==> config.mk <==
export PLATFORM = sky130hd
export DESIGN_NAME = udp_sample_packet_classifier
export DESIGN_NICKNAME = d
export VERILOG_FILES = /design/src/rtl/udp_spc_pkg.sv /design/src/rtl/udp_spc_frame.sv /design/src/rtl/udp_spc_classify.sv /design/src/rtl/udp_sample_packet_classifier.sv
export SDC_FILE = /design/constraint.sdc
export NUM_CORES = 1
export LEC_CHECK = 0
export BUFFER_PORTS_ARGS = -buffer_cell sky130_fd_sc_hd__buf_2
export CAP_MARGIN = 20
export CORE_MARGIN = 2
export CORE_UTILIZATION = 50
export CTS_BUF_LIST = sky130_fd_sc_hd__clkbuf_4
export DETAILED_ROUTE_END_ITERATION = 8
export GPL_TIMING_DRIVEN = 0
export PLACE_DENSITY = 0.72
export SYNTH_ARGS = -nofsm -noshare
export SYNTH_HDL_FRONTEND = slang
export SYNTH_SLANG_ARGS = --single-unit
==> constraint.sdc <==
create_clock -name clk -period 6.1 [get_ports clk]
set_clock_uncertainty 0.05 [all_clocks]
set_input_delay 0 -clock clk [delete_from_list [all_inputs] [get_ports clk]]
set_output_delay 0 -clock clk [all_outputs]
set_load 0.005 [all_outputs]
==> src/rtl/udp_spc_pkg.sv <==
package udp_spc_pkg;

    // Width of the saturating frame counters
    localparam int COUNT_WIDTH = 32;

    // Register indexes on the configuration port
    localparam logic [7:0] REG_SAMPLE_PORT = 8'd0;
    localparam logic [7:0] REG_FIRST_ID    = 8'd1;
    localparam logic [7:0] REG_SECOND_ID   = 8'd2;

    // Register reset values
    localparam logic [15:0] SAMPLE_PORT_RESET = 16'd6343;
    localparam logic [31:0] FIRST_ID_RESET    = 32'd1;
    localparam logic [31:0] SECOND_ID_RESET   = 32'd2;

    // Protocol constants
    localparam logic [15:0] ETHERTYPE_IPV4 = 16'h0800;
    localparam logic [7:0]  PROTO_UDP      = 8'd17;

    // Classification result codes, in check order
    typedef enum logic [3:0] {
        ST_SHORT_ETH     = 4'd0,
        ST_NOT_IPV4      = 4'd1,
        ST_SHORT_IP      = 4'd2,
        ST_NOT_UDP       = 4'd3,
        ST_SHORT_UDP     = 4'd4,
        ST_WRONG_PORT    = 4'd5,
        ST_SHORT_PAYLOAD = 4'd6,
        ST_AGENT_ONE     = 4'd7,
        ST_AGENT_TWO     = 4'd8,
        ST_AGENT_UNKNOWN = 4'd9
    } status_t;

    // Frame fields as seen after the current byte
    typedef struct packed {
        logic [15:0] len;
        logic [15:0] ether_kind;
        logic [3:0]  header_words;
        logic [7:0]  ip_protocol;
        logic [15:0] dest_port;
        logic [31:0] agent_capture;
    } frame_view_t;

    // Clamp a counter to the 32-bit output field
    function automatic logic [31:0] clamp32(input logic [COUNT_WIDTH-1:0] c);
        logic [COUNT_WIDTH+31:0] wide;
        logic [COUNT_WIDTH+31:0] lim;
        wide = {32'd0, c};
        lim  = {{COUNT_WIDTH{1'b0}}, 32'hFFFF_FFFF};
        if (wide > lim)
        begin
            return 32'hFFFF_FFFF;
        end
        return wide[31:0];
    endfunction

endpackage

==> src/rtl/udp_spc_frame.sv <==
module udp_spc_frame
    import udp_spc_pkg::*;
(
    input  logic        clk,
    input  logic        rst_n,
    input  logic        advance,
    input  logic [7:0]  data_byte,
    input  logic        last_byte,
    output frame_view_t view
);

    logic [15:0] byte_offset_reg;
    logic [15:0] ether_kind_reg;
    logic [3:0]  header_words_reg;
    logic [7:0]  ip_protocol_reg;
    logic [15:0] dest_port_reg;
    logic [31:0] agent_capture_reg;

    logic [15:0] hl4;
    logic [15:0] port_hi_pos;
    logic [15:0] agent_lo_pos;
    logic [15:0] agent_hi_pos;

    // Positions that follow the IP header length
    assign hl4          = {10'd0, header_words_reg, 2'b00};
    assign port_hi_pos  = 16'd16 + hl4;
    assign agent_lo_pos = 16'd34 + hl4;
    assign agent_hi_pos = 16'd37 + hl4;

    // Capture the current byte into the frame fields
    always_comb
    begin
        view.ether_kind    = ether_kind_reg;
        view.header_words  = header_words_reg;
        view.ip_protocol   = ip_protocol_reg;
        view.dest_port     = dest_port_reg;
        view.agent_capture = agent_capture_reg;
        if (byte_offset_reg == 16'd12)
        begin
            view.ether_kind[15:8] = data_byte;
        end
        if (byte_offset_reg == 16'd13)
        begin
            view.ether_kind[7:0] = data_byte;
        end
        if (byte_offset_reg == 16'd14)
        begin
            view.header_words = data_byte[3:0];
        end
        if (byte_offset_reg == 16'd23)
        begin
            view.ip_protocol = data_byte;
        end
        if (byte_offset_reg == port_hi_pos)
        begin
            view.dest_port[15:8] = data_byte;
        end
        if (byte_offset_reg == port_hi_pos + 16'd1)
        begin
            view.dest_port[7:0] = data_byte;
        end
        if (byte_offset_reg >= agent_lo_pos && byte_offset_reg <= agent_hi_pos)
        begin
            view.agent_capture = {agent_capture_reg[23:0], data_byte};
        end
        // Frame length so far, saturating
        view.len = (byte_offset_reg == 16'hFFFF) ? 16'hFFFF : byte_offset_reg + 16'd1;
    end

    // Hold the fields; clear them after the last byte
    always_ff @(posedge clk or negedge rst_n)
    begin
        if (!rst_n)
        begin
            byte_offset_reg   <= '0;
            ether_kind_reg    <= '0;
            header_words_reg  <= '0;
            ip_protocol_reg   <= '0;
            dest_port_reg     <= '0;
            agent_capture_reg <= '0;
        end
        else if (advance)
        begin
            if (last_byte)
            begin
                byte_offset_reg   <= '0;
                ether_kind_reg    <= '0;
                header_words_reg  <= '0;
                ip_protocol_reg   <= '0;
                dest_port_reg     <= '0;
                agent_capture_reg <= '0;
            end
            else
            begin
                byte_offset_reg   <= view.len;
                ether_kind_reg    <= view.ether_kind;
                header_words_reg  <= view.header_words;
                ip_protocol_reg   <= view.ip_protocol;
                dest_port_reg     <= view.dest_port;
                agent_capture_reg <= view.agent_capture;
            end
        end
    end

endmodule

==> src/rtl/udp_spc_classify.sv <==
module udp_spc_classify
    import udp_spc_pkg::*;
(
    input  logic        clk,
    input  logic        rst_n,
    input  logic        fire,
    input  frame_view_t view,
    input  logic [15:0] sample_port,
    input  logic [31:0] first_agent_id,
    input  logic [31:0] second_agent_id,
    output status_t     status,
    output logic [31:0] agent_id,
    output logic [31:0] first_count,
    output logic [31:0] second_count
);

    localparam logic [COUNT_WIDTH-1:0] COUNT_MAX = '1;

    logic [COUNT_WIDTH-1:0] first_total_reg;
    logic [COUNT_WIDTH-1:0] second_total_reg;
    logic [COUNT_WIDTH-1:0] first_total_next;
    logic [COUNT_WIDTH-1:0] second_total_next;
    logic [15:0]            hl4;

    assign hl4 = {10'd0, view.header_words, 2'b00};

    // Check the frame in order; the first failing check wins
    always_comb
    begin
        if (view.len < 16'd14)
        begin
            status = ST_SHORT_ETH;
        end
        else if (view.ether_kind != ETHERTYPE_IPV4)
        begin
            status = ST_NOT_IPV4;
        end
        else if (view.len < 16'd34)
        begin
            status = ST_SHORT_IP;
        end
        else if (view.ip_protocol != PROTO_UDP)
        begin
            status = ST_NOT_UDP;
        end
        else if (view.len < 16'd22 + hl4)
        begin
            status = ST_SHORT_UDP;
        end
        else if (view.dest_port != sample_port)
        begin
            status = ST_WRONG_PORT;
        end
        else if (view.len < 16'd130 + hl4)
        begin
            status = ST_SHORT_PAYLOAD;
        end
        else if (view.agent_capture == first_agent_id)
        begin
            status = ST_AGENT_ONE;
        end
        else if (view.agent_capture == second_agent_id)
        begin
            status = ST_AGENT_TWO;
        end
        else
        begin
            status = ST_AGENT_UNKNOWN;
        end
    end

    // Advance the saturating counters
    always_comb
    begin
        first_total_next  = first_total_reg;
        second_total_next = second_total_reg;
        if (status == ST_AGENT_ONE && first_total_reg != COUNT_MAX)
        begin
            first_total_next = first_total_reg + 1'b1;
        end
        if (status == ST_AGENT_TWO && second_total_reg != COUNT_MAX)
        begin
            second_total_next = second_total_reg + 1'b1;
        end
    end

    assign agent_id = (status == ST_AGENT_ONE || status == ST_AGENT_TWO ||
                       status == ST_AGENT_UNKNOWN) ? view.agent_capture : 32'd0;
    assign first_count  = clamp32(first_total_next);
    assign second_count = clamp32(second_total_next);

    always_ff @(posedge clk or negedge rst_n)
    begin
        if (!rst_n)
        begin
            first_total_reg  <= '0;
            second_total_reg <= '0;
        end
        else if (fire)
        begin
            first_total_reg  <= first_total_next;
            second_total_reg <= second_total_next;
        end
    end

endmodule

==> src/rtl/udp_sample_packet_classifier.sv <==
// Classifies captured Ethernet frames carrying sampled-flow UDP datagrams. Frame bytes enter
// on the slave stream in wire order, one per item, with tlast on the final byte; the block
// takes one byte every cycle unless a last byte meets a full output register, and emits one
// result per frame. Bytes pass an input register, then a single stage that captures the
// ethertype, IP header length, protocol, UDP destination port and the 32-bit sub-agent id at
// payload offset 12, and on the last byte checks the frame and loads the output register.
// The result gives the status of the first failing check (short Ethernet, not IPv4, short
// IP, not UDP, short UDP, wrong port, short payload, then agent one, agent two or unknown),
// the sub-agent id when the payload was reached, and the two saturating agent counters.
// Registers: 0 sample_port (reset 6343), 1 first_agent_id (reset 1), 2 second_agent_id
// (reset 2); other indexes are ignored. Write them only while no frame is in progress.
module udp_sample_packet_classifier
    import udp_spc_pkg::*;
(
    input  logic         clk,
    input  logic         rst_n,
    input  logic         s_axis_tvalid,
    output logic         s_axis_tready,
    input  logic [7:0]   s_axis_tdata,   // [7:0] data_byte
    input  logic         s_axis_tlast,
    output logic         m_axis_tvalid,
    input  logic         m_axis_tready,
    output logic [103:0] m_axis_tdata,   // [3:0] status, [35:4] agent_id,
                                         // [67:36] first_count, [99:68] second_count
    input  logic         cfg_valid,
    output logic         cfg_ready,
    input  logic [7:0]   cfg_index,
    input  logic [31:0]  cfg_data
);

    logic        in_valid_reg;
    logic [7:0]  in_byte_reg;
    logic        in_last_reg;
    logic        advance;
    logic        out_free;
    logic        load_out;

    logic         out_valid_reg;
    logic [103:0] out_data_reg;

    logic [15:0] sample_port_reg;
    logic [31:0] first_agent_id_reg;
    logic [31:0] second_agent_id_reg;

    frame_view_t view;
    status_t     status;
    logic [31:0] agent_id;
    logic [31:0] first_count;
    logic [31:0] second_count;

    // Flow control: only a last byte needs room in the output register
    assign out_free      = !out_valid_reg || m_axis_tready;
    assign advance       = in_valid_reg && (!in_last_reg || out_free);
    assign load_out      = advance && in_last_reg;
    assign s_axis_tready = !in_valid_reg || advance;
    assign cfg_ready     = 1'b1;

    // Input register
    always_ff @(posedge clk or negedge rst_n)
    begin
        if (!rst_n)
        begin
            in_valid_reg <= 1'b0;
        end
        else if (s_axis_tready)
        begin
            in_valid_reg <= s_axis_tvalid;
        end
    end

    always_ff @(posedge clk)
    begin
        if (s_axis_tready && s_axis_tvalid)
        begin
            in_byte_reg <= s_axis_tdata;
            in_last_reg <= s_axis_tlast;
        end
    end

    // Configuration registers
    always_ff @(posedge clk or negedge rst_n)
    begin
        if (!rst_n)
        begin
            sample_port_reg     <= SAMPLE_PORT_RESET;
            first_agent_id_reg  <= FIRST_ID_RESET;
            second_agent_id_reg <= SECOND_ID_RESET;
        end
        else if (cfg_valid)
        begin
            unique case (cfg_index)
                REG_SAMPLE_PORT: sample_port_reg     <= cfg_data[15:0];
                REG_FIRST_ID:    first_agent_id_reg  <= cfg_data;
                REG_SECOND_ID:   second_agent_id_reg <= cfg_data;
                default:         ;
            endcase
        end
    end

    udp_spc_frame u_frame (
        .clk       (clk),
        .rst_n     (rst_n),
        .advance   (advance),
        .data_byte (in_byte_reg),
        .last_byte (in_last_reg),
        .view      (view)
    );

    udp_spc_classify u_classify (
        .clk             (clk),
        .rst_n           (rst_n),
        .fire            (load_out),
        .view            (view),
        .sample_port     (sample_port_reg),
        .first_agent_id  (first_agent_id_reg),
        .second_agent_id (second_agent_id_reg),
        .status          (status),
        .agent_id        (agent_id),
        .first_count     (first_count),
        .second_count    (second_count)
    );

    // Output register
    always_ff @(posedge clk or negedge rst_n)
    begin
        if (!rst_n)
        begin
            out_valid_reg <= 1'b0;
        end
        else if (load_out)
        begin
            out_valid_reg <= 1'b1;
        end
        else if (m_axis_tready)
        begin
            out_valid_reg <= 1'b0;
        end
    end

    always_ff @(posedge clk)
    begin
        if (load_out)
        begin
            out_data_reg <= {4'd0, second_count, first_count, agent_id, status};
        end
    end

    assign m_axis_tvalid = out_valid_reg;
    assign m_axis_tdata  = out_data_reg;

endmodule

==> run summary <==
Final min period = 5.66 ns
Die Footprint = 0.0380 sq mm
Status = finished clean
Post-synth top flop = dfrtp_1
Fmax = 177 MHz
R2R Setup Slk = 0.44 ns
I/O pin total = 161
DRC = 0
Nets@finish = 2,171
Multi-input logic area = 0.00841 sq mm
Post-synth EDFFs = 109
MaxCap Viol Count = 0
Drt first pass iters = 5
Core area = 0.0357 sq mm
Synthesized netlist cell count = 1,732
Final Cycle Share = 92.8%
Synth area leader = dfrtp_1
CP Capture Type = flip-flop
Antenna violations before repair = 2
Drt total wl = 51,700 um
Initial drt markers = 1,409
Crit path buf inv count = 4
Die height = 195 um
Post-synth design cell area = 0.0183 sq mm
Hold path depth = 4
Mux contribution to synthesized area = 5.44%
Slew headroom = 33.8%
Top cells by area, synth = dfrtp_1, edfxtp_1, xnor2_1
Register bit total from synthesis = 347
Placer congestion estimate = 0.966
Avg Cell Area, Syn = 10.5 sq um
Worst vdd ir = 130 uV
Remaining antenna violation count = 0
Clock buffer depth = 3
FF+latch area = 0.00924 sq mm
FP Rows = 69
R2R depth = 20
CTS tree = yes
Total Power = 0.00496 W
Htree depth = 3
Vias in the first global route = 15,000
Share of cells above drive strength 1 = 20.5%
DP HPWL = 35,500 um
Fillcell total = 2,962
Power Density = 226 mW/mm^2
Largest family of logic cells by synthesized area = simple AND/OR/NAND/NOR gates
Hold Crit Endpoint = sample_port_reg[15]
Max Slew Vio Count = 0
Largest net degree at the start of global routing = 111
Crit-path slowest cell = or4_1
Worst-path clk slew = 0.09 ns
RSZ-0062 raised after global routing = no
XOR/XNOR Fraction of Synth Area = 11.7%
Synth unique cells = 77
Leakage = 9.82 nW
Final Hold Vio Count = 0
Req. time, crit path = 6.55 ns
Synth Area in Compound Gates = 9.91%
Clock Latency Late Sink = 0.83 ns
Ys async rst share = 68.6%
Crit Path Class = reg -> reg
Chip width = 195 um
Port Buffers = 155
First-pass GRT wire length = 82,000 um
Worst reg2reg startpoint = u_frame.byte_offset_reg[15]
Hold Path Class = in -> reg
Startpoint types = flip-flop
Final setup fails = 0
Number of flip-flops in the largest register = 100
Worst-margin pin slew = 0.993 ns
CTS root buf = clkbuf_4
Capturing point of the worst reg2reg path = m_axis_tdata[79]
P&R area growth vs syn = 20.0%
Worst endpoint data arrival time = 6.12 ns
Initial cell density of the core = 51.1%
Area share of and/or/nand/nor cells after synthesis = 16.8%
Vias = 14,900
Via density = 5.70
Clock Sinks = 347
Wirelength per Cell = 19.7 um
Setup TNS = 0 ns
Synth warn = 0
Yosys top cell area share = 31.4%
Cts bufs inserted = 89
Adder-Cell Fraction of Synth Area = 2.06%
CP peak stage delay = 0.59 ns
Sequential cell area fraction in the yosys report = 50.6%
CP Max Fanout = 10
All-Layer GR Usage = 27.5%
Global route overflow = 0
Critical-path cell list = clkbuf_1 > or4_1 > nor2_1 > nand3_1 > mux2i_1 > inv_1 > ha_1 > inv_1 > ha_1 > o21a_1 > o31ai_1 > a21oi_1 > nor4_1 > nand3_1 > and3_1 > nor4_4 > o211ai_2 > clkbuf_1 > nor2_1 > xor2_1
HP Start = cfg_index[0]
Commonest cells post-synth = dfrtp_1, nand2_1, xnor2_1, edfxtp_1, nor2_1
Final Hold Slack = 0.112 ns
Most common cell in the netlist = dfrtp_1
CP delay by family, top = simple AND/OR/NAND/NOR gates
==> layout by cell type (no fill, tap or decap), types with 9 or more instances in the layout <==
cell and count:
and3_1 22, nor2b_1 13, nand2_1 200, dfstp_2 9
ha_1 30, and2_1 9, buf_2 160, a22o_1 43
nor4_1 23, o31ai_1 14, xnor2_1 137, clkbuf_4 132
dfrtp_1 229, nor2_1 109, dlygate4sd3_1 101, o22ai_1 14
edfxtp_1 109, or4_1 11, mux2_2 82, nor3_1 41
a21oi_1 68, nand3_1 53, clkbuf_1 80, o21ai_0 45
or3_1 9, xor2_1 107, inv_1 47, clkinv_1 22
nand4_1 35, nand2b_1 31
==> per-stage QoR <==
stage / std cells / setup slack, ns / utilization, % / cell area [sq um]
final: 2623 / 0.438 / 61.3 / 21900
after floorplan: 1735 / 1.41 / - / 18300
after CTS: 2620 / 0.350 / 61.2 / 21900
after detailed placement: 2355 / 0.358 / 55.2 / 19700
after global placement: 2351 / 0.426 / 54.9 / 19600
after global routing: 2623 / 0.0415 / 61.3 / 21900
==> routing by layer <==
layer | track usage [%] | share of wire (%)
met2 | 43.7 | 47
met3 | 6.30 | 6.9
met5 | 0 | 0
met1 | 36.5 | 43
met4 | 11.4 | 3.5
==> kinds of logic (layout without fill, tap and decap cells) <==
group,after synthesis,in the layout
simple gates,604,604
mux,89,89
flops,347,347
buf+inv,151,575
other cells,2,8
xor+xnor,244,244
fa+ha+maj,30,30
compound gates,265,265
==> timing repair <==
action,CTS,global route
setup buffers,0,0
endpoints found under the hold margin,342,0
resized for setup,0,2
hold buffers,102,0
setup endpoints to repair,0,9
==> worst max-delay path by stage <==
stage               cells past startpoint               end                         from  slack (ns)
detailed placement                     20  m_axis_tdata[59]  u_frame.byte_offset_reg[15]        0.36
floorplan                              19  m_axis_tdata[83]  u_frame.byte_offset_reg[15]        1.41
CTS                                    20  m_axis_tdata[59]  u_frame.byte_offset_reg[15]        0.35
global placement                       20  m_axis_tdata[59]  u_frame.byte_offset_reg[15]        0.43
finish                                 20  m_axis_tdata[79]  u_frame.byte_offset_reg[15]        0.44
global route                           20  m_axis_tdata[78]  u_frame.byte_offset_reg[15]        0.04
==> layout make-up <==
class                   count  area share, %
well taps                 461           2.63
repair buffers            261           8.73
inverters                  48          0.834
clock inverters            31          0.634
plain buffers             103           2.03
flip-flops and latches    347           42.2
clock buffers             132           4.52
multi-input cells        1237           38.4
diodes                      3         0.0343
==> tightest hold or removal path: cells and delay by family <==
kind	cells	cell delay (ns)
AND/OR/NAND/NOR	1	0.09
multiplexers	1	0.22
buffers and inverters	2	0.65
==> report_power, final <==
| part | switching (W) | leakage [nW] | internal [W] |
|---|---|---|---|
| clock | 0.000982 | 0.675 | 0.000998 |
| sequential | 0.0000537 | 4.42 | 0.00245 |
| combinational | 0.000268 | 4.73 | 0.000200 |
| total | 0.00130 | 9.82 | 0.00365 |
(Power assumes the default switching activity.)
